[config.mk]
export PLATFORM = sky130hd
export DESIGN_NAME = tcmm_mac
export DESIGN_NICKNAME = d
export VERILOG_FILES = /design/src/rtl/core/tcmm_pkg.sv /design/src/rtl/core/tcmm_mac.sv
export SDC_FILE = /design/constraint.sdc
export NUM_CORES = 1
export LEC_CHECK = 0
export BUFFER_PORTS_ARGS = -buffer_cell sky130_fd_sc_hd__buf_2
export CORE_MARGIN = 4
export CORE_UTILIZATION = 56
export DETAILED_ROUTE_END_ITERATION = 8
export HOLD_SLACK_MARGIN = 0.12
export PLACE_DENSITY = 0.78
export SYNTH_ARGS = -nofsm -noshare
export SYNTH_HDL_FRONTEND = slang
export SYNTH_SLANG_ARGS = --single-unit
[constraint.sdc]
create_clock -name clk -period 2.55 [get_ports clk]
set_clock_uncertainty 0.2 [all_clocks]
set_input_delay 0.1275 -clock clk [delete_from_list [all_inputs] [get_ports clk]]
set_output_delay 0.1275 -clock clk [all_outputs]
set_load 0.1 [all_outputs]
[src/rtl/core/tcmm_pkg.sv]
// ----------------------------------------------------------------------------
// tcmm_pkg
// Shared types and fixed field widths of the three-channel matrix multiply.
// ----------------------------------------------------------------------------
package tcmm_pkg;

    // fixed field widths of the request and result words
    localparam int POS_BITS  = 6;
    localparam int CHAN_BITS = 8;
    localparam int SUM_BITS  = 22;
    localparam int SIZE_BITS = 7;
    localparam int MODE_BITS = 2;

    // matrix size after reset
    localparam logic [SIZE_BITS-1:0] SIZE_RESET = 7'd64;

    // request opcodes
    typedef enum logic [MODE_BITS-1:0] {
        MODE_IMAGE   = 2'd0,
        MODE_FILTER  = 2'd1,
        MODE_COMPUTE = 2'd2
    } mode_t;

    // sequencer to multiply-accumulate control
    typedef struct packed {
        logic clear;
        logic valid;
        logic last;
    } mac_ctrl_t;

endpackage

[src/rtl/core/tcmm_mac.sv]
// ----------------------------------------------------------------------------
// tcmm_mac
// Three-lane multiply-accumulate: registered products, then wrapping sums.
// ----------------------------------------------------------------------------
module tcmm_mac #(
    parameter int SW = 8
) (
    input  logic                            clk,
    input  logic                            rst_n,
    input  tcmm_pkg::mac_ctrl_t             ctrl,
    input  logic [3*SW-1:0]                 img_q,
    input  logic [3*SW-1:0]                 flt_q,
    output logic                            done,
    output logic [tcmm_pkg::SUM_BITS-1:0]   sum_a,
    output logic [tcmm_pkg::SUM_BITS-1:0]   sum_b,
    output logic [tcmm_pkg::SUM_BITS-1:0]   sum_c
);

    localparam int PW = 2 * SW;

    logic                          pv_reg;
    logic                          plast_reg;
    logic                          done_reg;

    // pipeline valid and end-of-walk flags
    always_ff @(posedge clk or negedge rst_n)
    begin
        if (!rst_n)
        begin
            pv_reg    <= 1'b0;
            plast_reg <= 1'b0;
            done_reg  <= 1'b0;
        end
        else
        begin
            pv_reg    <= ctrl.valid;
            plast_reg <= ctrl.valid & ctrl.last;
            done_reg  <= pv_reg & plast_reg;
        end
    end

    // one lane per channel
    for (genvar lane = 0; lane < 3; lane++)
    begin : g_lane
        logic [PW-1:0]                 prod;
        logic [PW-1:0]                 prod_reg;
        logic [tcmm_pkg::SUM_BITS-1:0] acc_reg;

        assign prod = PW'(img_q[lane*SW +: SW]) * PW'(flt_q[lane*SW +: SW]);

        always_ff @(posedge clk)
        begin
            if (ctrl.valid)
            begin
                prod_reg <= prod;
            end
            if (ctrl.clear)
            begin
                acc_reg <= '0;
            end
            else if (pv_reg)
            begin
                acc_reg <= acc_reg + tcmm_pkg::SUM_BITS'(prod_reg);
            end
        end
    end

    assign done  = done_reg;
    assign sum_a = g_lane[0].acc_reg;
    assign sum_b = g_lane[1].acc_reg;
    assign sum_c = g_lane[2].acc_reg;

endmodule

==> results.sh <==
export IMPL_crit_path_top_delay_cell="fa_1"
export IMPL_gp_congestion=0.891
export IMPL_rows=53
export IMPL_area_growth_pct=35.2
export IMPL_antenna_found_initial=0
export IMPL_drive_gt1_frac=0.358
export IMPL_finalWorstSetupSlack_ns=-1.21
export IMPL_clockPowerShare=0.129
export IMPL_slew_viol_final=0
export IMPL_post_place_cells=1846
export IMPL_setup_viol=42
export IMPL_fin_hold_ws_ns=0.202
export IMPL_rsz0062_at_grt="yes"
export IMPL_fin_cells=1910
export IMPL_viasPerCell=5.54
export IMPL_fp_dieArea_um2=24300
export IMPL_p_per_area_nw_per_um2=1070
export IMPL_synth_nets=1632
export IMPL_crit_arrival_ns=3.73
export IMPL_grt_pass1_vias=11000
export IMPL_max_slew_margin=0.521
export IMPL_p_switching_mw=8.36
export IMPL_final_common_cell="buf_4"
export IMPL_drc_errors=0
export IMPL_swShare=0.470
export IMPL_grt_max_degree=37
export IMPL_path_cells="buf_8 > and2_4 > fa_1 > inv_2 > fa_1 > inv_1 > fa_1 > inv_2 > fa_1 > inv_2 > ha_4 > o21a_1 > o31ai_2 > a211o_1 > o21bai_1 > a21oi_1 > xnor2_1"
export IMPL_startpoint_type="primary input"
export IMPL_cts_tree="yes"
export IMPL_intPower_mw=9.41
export IMPL_io_buffer_count=119
export IMPL_critPathMostFrequentCell="fa_1"
export IMPL_crit_fanout=4
export IMPL_failed_checks="setup timing"
export IMPL_finalHoldViolCount=0
export IMPL_h_tree_depth=4
export IMPL_pin_count=120
export IMPL_tightest_slew_ns=0.718
export IMPL_insertion_delay_ns=0.42
export IMPL_start_util=0.576
export IMPL_maxCapViolations=0
export IMPL_largest_reg_flops=48
export IMPL_mostFrequentLayoutCells="buf_4 (152), inv_1 (138), ha_1 (124), and2_1 (111), fa_1 (96)"
export IMPL_fp_dieH_um=156
export IMPL_cp_end_kind="register"
export IMPL_seq_power_share=0.179
export IMPL_ys_warn_count=0
export IMPL_post_drt_wl_per_cell_um=16.3
export IMPL_final_nets=1942
export IMPL_die_x_um=156
export IMPL_clk_pin_slew_worst_paths_ns=0.06
export IMPL_fin_setup_tns_ns=-26.51
export IMPL_yosysUniqueCellTypes=64
export IMPL_min_path_type="primary input to register"
export IMPL_critical_path_required_ns=2.52
export IMPL_root_buffer="clkbuf_16"
export IMPL_max_vdd_ir_drop_mv=0.767
export IMPL_avgSynthCellArea_um2=9.34
export IMPL_slowest_delay_ns=0.55
export IMPL_leakage_nw=8.00
export IMPL_status="finished with violations"
export IMPL_vias=10600
export IMPL_path_class="primary input to register"
export IMPL_grt_pass1_wl_um=50600
export IMPL_dp_hpwl_um=23200
export IMPL_drtIter0Drc=561
export IMPL_synth_async_reset_ratio=0.0256
export IMPL_overflow=0
export IMPL_seq_area_frac_synth=0.231
export IMPL_min_period_ns=3.76
export IMPL_fillers=1338
export IMPL_power_total_mw=17.8
export IMPL_synthCells=1312
export IMPL_synth_main_ff_cell="dfxtp_1"
export IMPL_ys_seq_elements=117
export IMPL_routed_wl_um=31100
export IMPL_synth_edf_count=48
export IMPL_cts_buffers=17
export IMPL_first_pass_iters=5
export IMPL_grt_util_all_layers=0.252
export IMPL_cts_buffer_depth=2
export IMPL_syn_area_um2=12300
export IMPL_diodes=0
export IMPL_coreArea_um2=21300
export IMPL_antenna_left=0
export IMPL_period_share=1.48
export IMPL_max_freq_mhz=266
export IMPL_cts_sinks=117
export IMPL_p_comb_frac=0.692
## stage by stage
step	util	setup slack (ns)	instance area [um2]
global placement	0.696	-1.68	14800
floorplan	-	-1.42	12700
detailed placement	0.696	-1.80	14800
global route	0.779	-1.32	16600
finish	0.779	-1.21	16600
CTS	0.757	-1.21	16100
## power groups by stage
stage / registers, mW / logic [mW] / clock network, mW
after floorplan: 4.91 / 6.35 / 0
after global placement: 3.17 / 10.7 / 0
after detailed placement: 3.18 / 11.0 / 0
after CTS: 3.15 / 11.7 / 2.32
after global routing: 3.23 / 13.4 / 2.39
final: 3.18 / 12.3 / 2.30
## critical path: cells and delay by family
| family | cells | cell delay [ns] |
|---|---|---|
| adder cells (fa/ha/maj) | 5 | 2.30 |
| AO/OA/AOI/OAI | 5 | 0.74 |
| buffers and inverters | 5 | 0.28 |
| AND/OR/NAND/NOR | 1 | 0.16 |
| XOR/XNOR | 1 | 0.13 |
## timing repair
item / in CTS / in global routing
gates resized for setup: 166 / 84
pin swaps: 83 / 71
setup buffers: 6 / 15
endpoints found under the hold margin: 59 / 0
endpoints found under the setup margin: 45 / 61
hold buffers: 14 / 0
## synth_stat cells (3+ instances only)
library cell | instances | share of area
mux2_2 | 3 | 0.0028
clkbuf_1 | 12 | 0.0037
a31o_2 | 3 | 0.0021
o21a_1 | 9 | 0.0055
o21bai_1 | 7 | 0.0043
dfxtp_1 | 66 | 0.11
o211ai_2 | 3 | 0.0031
a21oi_1 | 76 | 0.031
o211ai_1 | 10 | 0.0061
nor2b_1 | 16 | 0.0082
nand4_1 | 7 | 0.0036
nand3_1 | 16 | 0.0065
o31ai_1 | 6 | 0.0037
or2_2 | 3 | 0.0015
nand2_1 | 88 | 0.027
edfxtp_1 | 48 | 0.12
ha_1 | 156 | 0.16
or3_1 | 5 | 0.0026
nor2_1 | 86 | 0.026
o22ai_1 | 4 | 0.0020
nand2b_1 | 6 | 0.0031
a21o_1 | 23 | 0.014
and3_1 | 10 | 0.0051
o31a_1 | 3 | 0.0021
nor3_1 | 13 | 0.0053
xor2_1 | 32 | 0.023
fa_1 | 111 | 0.18
a211o_1 | 6 | 0.0043
inv_1 | 164 | 0.050
and2_1 | 156 | 0.080
buf_2 | 4 | 0.0016
mux2i_1 | 18 | 0.015
xnor2_1 | 48 | 0.034
a211oi_1 | 12 | 0.0073
dfrtp_1 | 3 | 0.0061
o21ai_0 | 39 | 0.016
## logic make-up (layout without fill, tap and decap cells)
family          count (synthesis)  count (layout)  share of synthesized area
simple gates                  413             413                      0.173
fa+ha+maj                     267             267                      0.341
compound gates                229             229                      0.123
buf+inv                       185             508                     0.0574
flops                         117             117                      0.231
xor+xnor                       80              80                     0.0572
mux                            21              21                     0.0175
## per-layer routing
layer | global-route usage | wire, um
met2 | 0.447 | 16100
met3 | 0.0413 | 1620
met4 | 0.0917 | 847
met5 | 0 | 0
met1 | 0.309 | 12500
## final timing paths
| path | from | end | slack, ns | cells after the start |
|---|---|---|---|---|
| hold reg to reg | plast_reg$_DFF_PN0_ | done$_DFF_PN0_ | 0.26 | 1 |
| max in group asynchronous | rst_n | pv_reg$_DFF_PN0_ | 1.58 | 3 |
| min in group asynchronous | rst_n | pv_reg$_DFF_PN0_ | 0.40 | 3 |
| setup / recovery | flt_q[20] | g_lane[2].prod_reg[12]$_DFFE_PP_ | -1.21 | 17 |
| setup reg to reg | g_lane[2].prod_reg[3]$_DFFE_PP_ | sum_c[16]$_SDFFE_PP0P_ | -0.05 | 8 |
| hold / removal | flt_q[1] | g_lane[0].prod_reg[2]$_DFFE_PP_ | 0.20 | 4 |
## final cells by class
cell class,instances,area (um2),area share
Tap cell,275,344,0.0208
Sequential cell,117,2940,0.177
Multi-Input combinational cell,1010,9700,0.585
Clock buffer,19,464,0.0280
Clock inverter,13,108,0.00649
Inverter,166,623,0.0376
Timing Repair Buffer,310,2400,0.145
Note: power is estimated with default switching activity, not from simulation.
