<file path="config.mk">
export PLATFORM = sky130hd
export DESIGN_NAME = tcmm_seq
export DESIGN_NICKNAME = d
export VERILOG_FILES = /design/src/rtl/core/tcmm_pkg.sv /design/src/rtl/core/tcmm_seq.sv
export SDC_FILE = /design/constraint.sdc
export NUM_CORES = 1
export LEC_CHECK = 0
export ABC_CLOCK_PERIOD_IN_PS = 2200
export BUFFER_PORTS_ARGS = -buffer_cell sky130_fd_sc_hd__buf_2
export CAP_MARGIN = 10
export CORE_MARGIN = 2
export CORE_UTILIZATION = 45
export DETAILED_ROUTE_END_ITERATION = 16
export GPL_TIMING_DRIVEN = 0
export MAX_ROUTING_LAYER = met4
export PLACE_DENSITY = 0.78
export SLEW_MARGIN = 15
export SYNTH_ARGS = -nofsm -noshare
export SYNTH_HDL_FRONTEND = slang
export SYNTH_SLANG_ARGS = --single-unit
</file>
<file path="constraint.sdc">
create_clock -name clk -period 2.2 [get_ports clk]
set_input_delay 0.44 -clock clk [delete_from_list [all_inputs] [get_ports clk]]
set_output_delay 0.44 -clock clk [all_outputs]
set_load 0.005 [all_outputs]
</file>
<file path="src/rtl/core/tcmm_pkg.sv">
// ----------------------------------------------------------------------------
// tcmm_pkg
// Shared types and fixed field widths of the three-channel matrix multiply.
// ----------------------------------------------------------------------------
package tcmm_pkg;

    // fixed field widths of the request and result words
    localparam int POS_BITS  = 6;
    localparam int CHAN_BITS = 8;
    localparam int SUM_BITS  = 22;
    localparam int SIZE_BITS = 7;
    localparam int MODE_BITS = 2;

    // matrix size after reset
    localparam logic [SIZE_BITS-1:0] SIZE_RESET = 7'd64;

    // request opcodes
    typedef enum logic [MODE_BITS-1:0] {
        MODE_IMAGE   = 2'd0,
        MODE_FILTER  = 2'd1,
        MODE_COMPUTE = 2'd2
    } mode_t;

    // sequencer to multiply-accumulate control
    typedef struct packed {
        logic clear;
        logic valid;
        logic last;
    } mac_ctrl_t;

endpackage

</file>
<file path="src/rtl/core/tcmm_seq.sv">
// ----------------------------------------------------------------------------
// tcmm_seq
// Request decoder and walk sequencer: store writes, row/column read addresses
// and hand-off of the finished sums to the output register.
// ----------------------------------------------------------------------------
module tcmm_seq #(
    parameter int MAX_SIZE = 64
) (
    input  logic                                clk,
    input  logic                                rst_n,
    input  logic                                req_valid,
    output logic                                req_ready,
    input  logic [tcmm_pkg::MODE_BITS-1:0]      req_mode,
    input  logic [tcmm_pkg::POS_BITS-1:0]       req_row,
    input  logic [tcmm_pkg::POS_BITS-1:0]       req_col,
    input  logic [tcmm_pkg::SIZE_BITS-1:0]      size,
    input  logic                                out_free,
    input  logic                                mac_done,
    output logic                                img_we,
    output logic                                flt_we,
    output logic [$clog2(MAX_SIZE*MAX_SIZE)-1:0] waddr,
    output logic                                rd_en,
    output logic [$clog2(MAX_SIZE*MAX_SIZE)-1:0] img_raddr,
    output logic [$clog2(MAX_SIZE*MAX_SIZE)-1:0] flt_raddr,
    output tcmm_pkg::mac_ctrl_t                 mac_ctrl,
    output logic                                res_load,
    output logic [tcmm_pkg::POS_BITS-1:0]       row_out,
    output logic [tcmm_pkg::POS_BITS-1:0]       col_out
);

    localparam int AW = $clog2(MAX_SIZE * MAX_SIZE);
    localparam int KW = $clog2(MAX_SIZE);

    typedef enum logic [1:0] {
        ST_IDLE,
        ST_WALK,
        ST_FLUSH,
        ST_HOLD
    } state_t;

    state_t                       state_reg, state_next;
    logic [KW-1:0]                k_reg, k_next;
    logic [KW-1:0]                last_k_reg, last_k_next;
    logic [AW-1:0]                img_addr_reg, img_addr_next;
    logic [AW-1:0]                flt_addr_reg, flt_addr_next;
    logic [tcmm_pkg::POS_BITS-1:0] row_reg, row_next;
    logic [tcmm_pkg::POS_BITS-1:0] col_reg, col_next;
    logic                         data_v_reg, data_v_next;
    logic                         data_last_reg, data_last_next;

    logic                         accept;
    logic                         in_range;
    logic [31:0]                  walk_len;
    logic                         is_compute;
    logic                         issue;

    // request decode
    assign accept   = req_valid & req_ready;
    assign in_range = (32'(req_row) < 32'(MAX_SIZE)) && (32'(req_col) < 32'(MAX_SIZE));
    assign walk_len = (32'(size) > 32'(MAX_SIZE)) ? 32'(MAX_SIZE) : 32'(size);
    assign waddr    = AW'(32'(req_row) * 32'(MAX_SIZE) + 32'(req_col));

    always_comb
    begin
        img_we     = 1'b0;
        flt_we     = 1'b0;
        is_compute = 1'b0;
        unique case (tcmm_pkg::mode_t'(req_mode))
            tcmm_pkg::MODE_IMAGE:   img_we     = accept & in_range;
            tcmm_pkg::MODE_FILTER:  flt_we     = accept & in_range;
            tcmm_pkg::MODE_COMPUTE: is_compute = accept;
            default:                is_compute = 1'b0;
        endcase
    end

    // walk issue and next state
    assign issue = (state_reg == ST_WALK);

    always_comb
    begin
        state_next     = state_reg;
        k_next         = k_reg;
        last_k_next    = last_k_reg;
        img_addr_next  = img_addr_reg;
        flt_addr_next  = flt_addr_reg;
        row_next       = row_reg;
        col_next       = col_reg;
        data_v_next    = issue;
        data_last_next = issue && (k_reg == last_k_reg);
        unique case (state_reg)
            ST_IDLE:
            begin
                if (is_compute)
                begin
                    row_next      = req_row;
                    col_next      = req_col;
                    k_next        = '0;
                    last_k_next   = KW'(walk_len - 32'd1);
                    img_addr_next = AW'(32'(req_row) * 32'(MAX_SIZE));
                    flt_addr_next = AW'(req_col);
                    if (in_range && (walk_len != 32'd0))
                    begin
                        state_next = ST_WALK;
                    end
                    else
                    begin
                        state_next = ST_HOLD;
                    end
                end
            end
            ST_WALK:
            begin
                k_next        = k_reg + KW'(1);
                img_addr_next = img_addr_reg + AW'(1);
                flt_addr_next = flt_addr_reg + AW'(MAX_SIZE);
                if (k_reg == last_k_reg)
                begin
                    state_next = ST_FLUSH;
                end
            end
            ST_FLUSH:
            begin
                if (mac_done)
                begin
                    state_next = ST_HOLD;
                end
            end
            ST_HOLD:
            begin
                if (out_free)
                begin
                    state_next = ST_IDLE;
                end
            end
            default:
            begin
                state_next = ST_IDLE;
            end
        endcase
    end

    // state and registered outputs
    always_ff @(posedge clk or negedge rst_n)
    begin
        if (!rst_n)
        begin
            state_reg     <= ST_IDLE;
            k_reg         <= '0;
            last_k_reg    <= '0;
            img_addr_reg  <= '0;
            flt_addr_reg  <= '0;
            row_reg       <= '0;
            col_reg       <= '0;
            data_v_reg    <= 1'b0;
            data_last_reg <= 1'b0;
        end
        else
        begin
            state_reg     <= state_next;
            k_reg         <= k_next;
            last_k_reg    <= last_k_next;
            img_addr_reg  <= img_addr_next;
            flt_addr_reg  <= flt_addr_next;
            row_reg       <= row_next;
            col_reg       <= col_next;
            data_v_reg    <= data_v_next;
            data_last_reg <= data_last_next;
        end
    end

    assign req_ready      = (state_reg == ST_IDLE);
    assign rd_en          = issue;
    assign img_raddr      = img_addr_reg;
    assign flt_raddr      = flt_addr_reg;
    assign mac_ctrl.clear = is_compute;
    assign mac_ctrl.valid = data_v_reg;
    assign mac_ctrl.last  = data_last_reg;
    assign res_load       = (state_reg == ST_HOLD) && out_free;
    assign row_out        = row_reg;
    assign col_out        = col_reg;

endmodule

</file>
==> impl_metrics.env, run 1 <==
export IMPL_top_usage_layer="met2"
export IMPL_root_buffer="clkbuf_8"
export IMPL_fillers=539
export IMPL_clk_latency_ps=300
export IMPL_path_clk_slew_ps=90
export IMPL_worstPathRequired_ps=1760
export IMPL_met1_usage=0.2516
export IMPL_die_w_um=83.20
export IMPL_synthFlopType="dfrtp_1"
export IMPL_grt_overflow_total=0
export IMPL_grt_pass1_wl_mm=11.04
export IMPL_die_area_mm2=0.006922
export IMPL_vias_per_cell=5.104
export IMPL_routed_via_count=2353
export IMPL_power_frac_clock=0.154
export IMPL_tightest_slew_ps=658.0
export IMPL_hold_violations=0
export IMPL_reg2reg_to="data_last_reg"
export IMPL_synth_cell_type_count=45
export IMPL_r2r_cells=7
export IMPL_start_util=0.4712
export IMPL_synthCells=299
export IMPL_core_mm2=0.005991
export IMPL_synthArstFlopShare=1.000
export IMPL_portBuffers=81
export IMPL_p_int_uw=2554
export IMPL_use_met2=0.3204
export IMPL_grt_usage=0.1980
export IMPL_drv_slew=0
export IMPL_instances_no_fill=461
export IMPL_placedCellCount=455
export IMPL_fin_setup_tns_ps=0
export IMPL_grt_met3_usage=0.03877
export IMPL_grt_pass1_vias=2393
export IMPL_drtPass1Iterations=4
export IMPL_cts_sinks=52
export IMPL_drc=0
export IMPL_seq_power_share=0.408
export IMPL_final_area_mm2=0.003440
export IMPL_crit_chain="inv_2 -> ha_4 -> inv_1 -> nor4b_2 -> buf_2"
export IMPL_path_delay_family="buffers and inverters"
export IMPL_power_density_mw_per_mm2=1221
export IMPL_synth_warnings=0
export IMPL_max_stage_delay_ps=420
export IMPL_fin_crit_sh=0.9381
export IMPL_dpl_instance_area_mm2=0.003322
export IMPL_cts_setup_buffers=0
export IMPL_fin_nets=420
export IMPL_rsz0062_at_grt="false"
export IMPL_yosysSeqAreaShare=0.4610
export IMPL_antennaDiodeCount=0
export IMPL_critPathMaxFanout=7
export IMPL_io_pins=82
export IMPL_worstPathArrival_ps=1620
export IMPL_p_leak_uw=0.001743
export IMPL_gp_congestion=0.8504
export IMPL_max_slew_margin=0.5613
export IMPL_postRouteWirelength_mm=6.309
export IMPL_maxCapViolCount=0
export IMPL_swShare=0.3919
export IMPL_critPathCaptureType="output port"
export IMPL_whs_ps=161.5
export IMPL_synth_fp_nets=334
export IMPL_skew_ps=6.172
export IMPL_area_delta_synth_final_pct=21.85
export IMPL_hold_path_class="primary input to async pin"
export IMPL_worstSetupPathType="flop to output port"
export IMPL_reg2reg_from="state_reg[1]"
export IMPL_syn_cell_area_mm2=0.002823
export IMPL_switching_power_uw=1646
export IMPL_grt_max_degree=53
export IMPL_rrSetupSlack_ps=250
export IMPL_final_layout_size_suffix_gt1_frac=0.3238
export IMPL_crit_slowest_cell="dfrtp_1"
export IMPL_clock_fmax_mhz=484.5
export IMPL_worst_path_buf_inv=3
export IMPL_wl_per_cell_um=13.69
export IMPL_first_iter_violations=105
export IMPL_cts_tree="yes"
export IMPL_antenna_left=0
export IMPL_std_cell_rows=28
export IMPL_die_h_um=83.20
export IMPL_outcome="complete, no violations"
export IMPL_antenna_found_initial=0
export IMPL_power_frac_comb=0.437
export IMPL_h_tree_depth=2
export IMPL_layout_min_cycle_time_ps=2064
export IMPL_cts_buffers=5
export IMPL_cts_buffer_depth=2
export IMPL_vdd_drop_max_mv=0.6940
export IMPL_synth_seq_cells=52
export IMPL_dp_hpwl_mm=4.756
export IMPL_setup_viol=0
export IMPL_synth_edff_count=0
export IMPL_syn_avg_cell_area_um2=9.440
export IMPL_startpoint_type="flop"
power groups by stage:
| stage | sequential [µW] | combinational [µW] | clock, µW |
|---|---|---|---|
| floorplan | 1700 | 1150 | 0 |
| global placement | 1710 | 1750 | 0 |
| detailed placement | 1730 | 1810 | 0 |
| CTS | 1710 | 1850 | 673 |
| global route | 1780 | 2100 | 699 |
| finish | 1720 | 1840 | 649 |
through the flow:
| stage | setup WS [ps] | util | total power (µW) |
|---|---|---|---|
| after floorplan | 348.6 | - | 2846 |
| after global placement | -34.09 | 0.5545 | 3465 |
| after detailed placement | -58.40 | 0.5545 | 3541 |
| after CTS | 10.33 | 0.5754 | 4236 |
| after global routing | 3.938 | 0.5741 | 4581 |
| final | 136.1 | 0.5741 | 4200 |
metal layers:
layer  share of wire  vias up
met3           0.038        4
li1                -     1184
met2            0.50       58
met1            0.46     1107
met4          0.0079        0
met5               0        -
how the worst max path moves through the flow:
| stage | start | cells after the start | to | slack [ps] |
|---|---|---|---|---|
| finish | state_reg[0] | 5 | img_we | 140 |
| floorplan | state_reg[0] | 7 | mac_ctrl[2] | 350 |
| global placement | state_reg[0] | 8 | mac_ctrl[2] | -30 |
| CTS | state_reg[0] | 5 | img_we | 10 |
| detailed placement | state_reg[0] | 8 | mac_ctrl[2] | -60 |
| global route | state_reg[0] | 5 | img_we | 4 |
cell usage in the layout, fill, tap and decap left out, types with 2 or more instances in the layout:
cell / count
mux2_2: 5
o21ai_0: 22
nand4_1: 2
o22ai_1: 6
nand2_1: 53
mux2i_1: 5
nor2b_1: 2
buf_4: 16
o2111ai_1: 6
nand3_1: 4
dfrtp_1: 52
xor2_1: 12
xnor2_1: 8
a2111oi_0: 2
clkbuf_8: 5
and3_1: 2
nor3_1: 5
a21oi_1: 9
clkbuf_1: 3
nor2_1: 22
inv_2: 2
and4_1: 2
or3_1: 2
inv_1: 6
buf_2: 86
a32o_1: 3
a31oi_1: 3
nand2b_1: 10
ha_1: 8
and2_1: 2
kinds of logic after synthesis:
group / Yosys count / synth area share
mux: 10 / 0.03768
simple gates: 114 / 0.1919
fa+ha+maj: 9 / 0.03989
compound gates: 58 / 0.1299
flops: 52 / 0.4610
xor+xnor: 20 / 0.06206
buf+inv: 36 / 0.07757
cells in the mapped netlist, drive strengths merged, types with 3 or more instances:
master | n | area (µm²)
a21oi | 9 | 45.04
clkbuf | 3 | 11.26
inv | 9 | 41.29
o2111ai | 6 | 52.55
nor2 | 23 | 93.84
a31oi | 3 | 18.77
nand2b | 10 | 62.56
nand3 | 4 | 20.02
nand2 | 54 | 210.2
nor3 | 6 | 35.03
xor2 | 12 | 105.1
a32o | 3 | 30.03
xnor2 | 8 | 70.07
dfrtp | 52 | 1301
ha | 9 | 112.6
o22ai | 6 | 37.54
o21ai | 22 | 110.1
buf | 24 | 166.4
mux2i | 5 | 50.05
mux2 | 5 | 56.30
timing repair:
| item | CTS | global route |
|---|---|---|
| setup endpoints to repair | 3 | 9 |
| pin swaps | 1 | 0 |
| resized for setup | 4 | 4 |
| hold buffers | 0 | 0 |
cell type report:
cell class                      count  area (µm²)  area share
Clock buffer                        6       72.57     0.02110
Tap cell                           75       93.84     0.02728
Timing Repair Buffer               81       407.9      0.1186
Sequential cell                    52        1301      0.3783
Multi-Input combinational cell    211        1321      0.3841
Clock inverter                      2       35.03     0.01019
Buffer                             25       166.4     0.04838
Inverter                            9       41.29     0.01200
(Power assumes the default switching activity.)
==> inputs of run 2 (changes only) <==
- CORE_MARGIN: 2 -> 1
- CTS_BUF_LIST: not set -> sky130_fd_sc_hd__clkbuf_4 sky130_fd_sc_hd__clkbuf_8 sky130_fd_sc_hd__clkbuf_16
==> impl_metrics.env, run 2 (same netlist as run 1, synthesis figures left out) <==
export IMPL_die_area_mm2=0.006593
export IMPL_max_stage_delay_ps=420
export IMPL_cts_buffers=5
export IMPL_switching_power_uw=1667
export IMPL_r2r_cells=7
export IMPL_dp_hpwl_mm=4.568
export IMPL_die_w_um=81.20
export IMPL_cts_hold_buf=0
export IMPL_std_cell_rows=28
export IMPL_wl_per_cell_um=13.31
export IMPL_h_tree_depth=2
export IMPL_grt_usage=0.2033
export IMPL_antennaDiodeCount=0
export IMPL_power_total_uw=4243
export IMPL_final_area_mm2=0.003470
export IMPL_drc=0
export IMPL_met1_usage=0.2518
export IMPL_worstPathRequired_ps=1760
export IMPL_gp_congestion=0.8044
export IMPL_fin_crit_sh=0.9456
export IMPL_final_cell_mix="buf_2 (86), nand2_1 (53), dfrtp_1 (52)"
export IMPL_cts_buffer_depth=2
export IMPL_start_util=0.4712
export IMPL_swShare=0.3929
export IMPL_root_buffer="clkbuf_8"
export IMPL_dpl_instance_area_mm2=0.003322
export IMPL_antenna_left=0
export IMPL_tightest_slew_ps=644.4
export IMPL_final_common_cell="buf_2"
export IMPL_path_clk_slew_ps=90
export IMPL_fin_nets=424
export IMPL_portBuffers=81
export IMPL_outcome="complete, no violations"
export IMPL_power_density_mw_per_mm2=1223
export IMPL_layout_setup_ws_ps=119.7
export IMPL_reg2reg_from="state_reg[1]"
export IMPL_grt_pass1_vias=2207
export IMPL_multi_input_area_mm2=0.001315
export IMPL_rsz0062_at_grt="false"
export IMPL_ff_latch_area_mm2=0.001301
export IMPL_top_usage_layer="met2"
export IMPL_antenna_found_initial=0
export IMPL_startpoint_type="flop"
export IMPL_cts_sinks=52
export IMPL_hold_path_class="primary input to async pin"
export IMPL_use_met2=0.3378
export IMPL_postRouteWirelength_mm=6.189
export IMPL_fin_setup_tns_ps=0
export IMPL_io_pins=82
export IMPL_seq_power_share=0.408
export IMPL_skew_ps=3.009
export IMPL_layout_min_cycle_time_ps=2080
export IMPL_clk_latency_ps=310
export IMPL_place_worst_setup_slack_ps=-47.61
export IMPL_setup_viol=0
export IMPL_power_frac_clock=0.138
export IMPL_die_h_um=81.20
export IMPL_grt_overflow_total=0
export IMPL_power_frac_comb=0.454
export IMPL_instances_no_fill=465
export IMPL_drv_slew=0
export IMPL_core_mm2=0.005991
export IMPL_crit_slowest_cell="dfrtp_1"
export IMPL_max_slew_margin=0.5704
export IMPL_vdd_drop_max_mv=0.6082
export IMPL_routed_via_count=2422
export IMPL_grt_max_degree=53
export IMPL_reg2reg_to="img_raddr[7]"
export IMPL_grt_met3_usage=0.03708
export IMPL_worstSetupPathType="flop to output port"
export IMPL_maxCapViolCount=0
export IMPL_hold_violations=0
export IMPL_p_leak_uw=0.001758
export IMPL_cts_tree="yes"
export IMPL_rrSetupSlack_ps=200
export IMPL_drtPass1Iterations=4
export IMPL_grt_pass1_wl_mm=9.977
export IMPL_p_int_uw=2576
export IMPL_crit_chain="inv_2 -> ha_4 -> clkinvlp_4 -> nor4b_1 -> buf_2"
export IMPL_worstPathArrival_ps=1640
export IMPL_first_iter_violations=127
export IMPL_area_delta_synth_final_pct=22.92
export IMPL_clock_fmax_mhz=480.7
export IMPL_fillers=538
export IMPL_critPathCaptureType="output port"
export IMPL_placedCellCount=455
export IMPL_final_layout_size_suffix_gt1_frac=0.3333
export IMPL_vias_per_cell=5.209
export IMPL_critPathMaxFanout=6
-- run 2: per-layer routing --
| metal | vias to the layer above | wire [µm] |
|---|---|---|
| met2 | 69 | 3060 |
| met5 | - | 0 |
| met3 | 8 | 308 |
| met4 | 0 | 76 |
| met1 | 1151 | 2743 |
| li1 | 1194 | - |
-- run 2: stage by stage --
stage | util | hold slack, ps
2_1_floorplan | - | 144.4
3_3_place_gp | 0.5545 | 453.7
3_5_place_dp | 0.5545 | 461.2
4_1_cts | 0.5708 | 333.9
5_1_grt | 0.5792 | 204.0
6_report | 0.5792 | 158.6
-- run 2: final cells by class --
type	count	area share
multi-input cells	211	0.3790
flip-flops and latches	52	0.3750
repair buffers	85	0.1298
plain buffers	25	0.04796
clock buffers	8	0.02813
well taps	75	0.02705
inverters	9	0.01298
-- run 2: worst max path at each step --
| stage | from | to | slack, ps | cells after the start |
|---|---|---|---|---|
| finish | state_reg[1] | img_we | 120 | 5 |
| CTS | state_reg[1] | data_last_reg | 30 | 7 |
| global placement | state_reg[0] | mac_ctrl[2] | -30 | 8 |
| detailed placement | state_reg[0] | mac_ctrl[2] | -50 | 8 |
| floorplan | state_reg[0] | mac_ctrl[2] | 350 | 7 |
| global route | state_reg[0] | img_we | 10 | 5 |
-- run 2: repair_timing --
item	in CTS	in global routing
pin swaps	0	1
setup buffers	0	4
resized for setup	2	5
endpoints found under the setup margin	3	6
gates cloned	0	0
endpoints found under the hold margin	0	0
-- run 2: worst max-delay path: cells and delay by family, from the launching register on --
kind / cells / cell delay (ps)
fa+ha+maj: 1 / 190
simple gates: 1 / 300
buf+inv: 3 / 420
flops: 1 / 420
-- run 2: power by group through the flow --
stage	clock network, µW	logic (µW)	registers (µW)
after global routing	628	2190	1790
final	587	1930	1730
after CTS	603	1830	1720
after floorplan	0	1150	1700
after global placement	0	1740	1720
after detailed placement	0	1800	1730
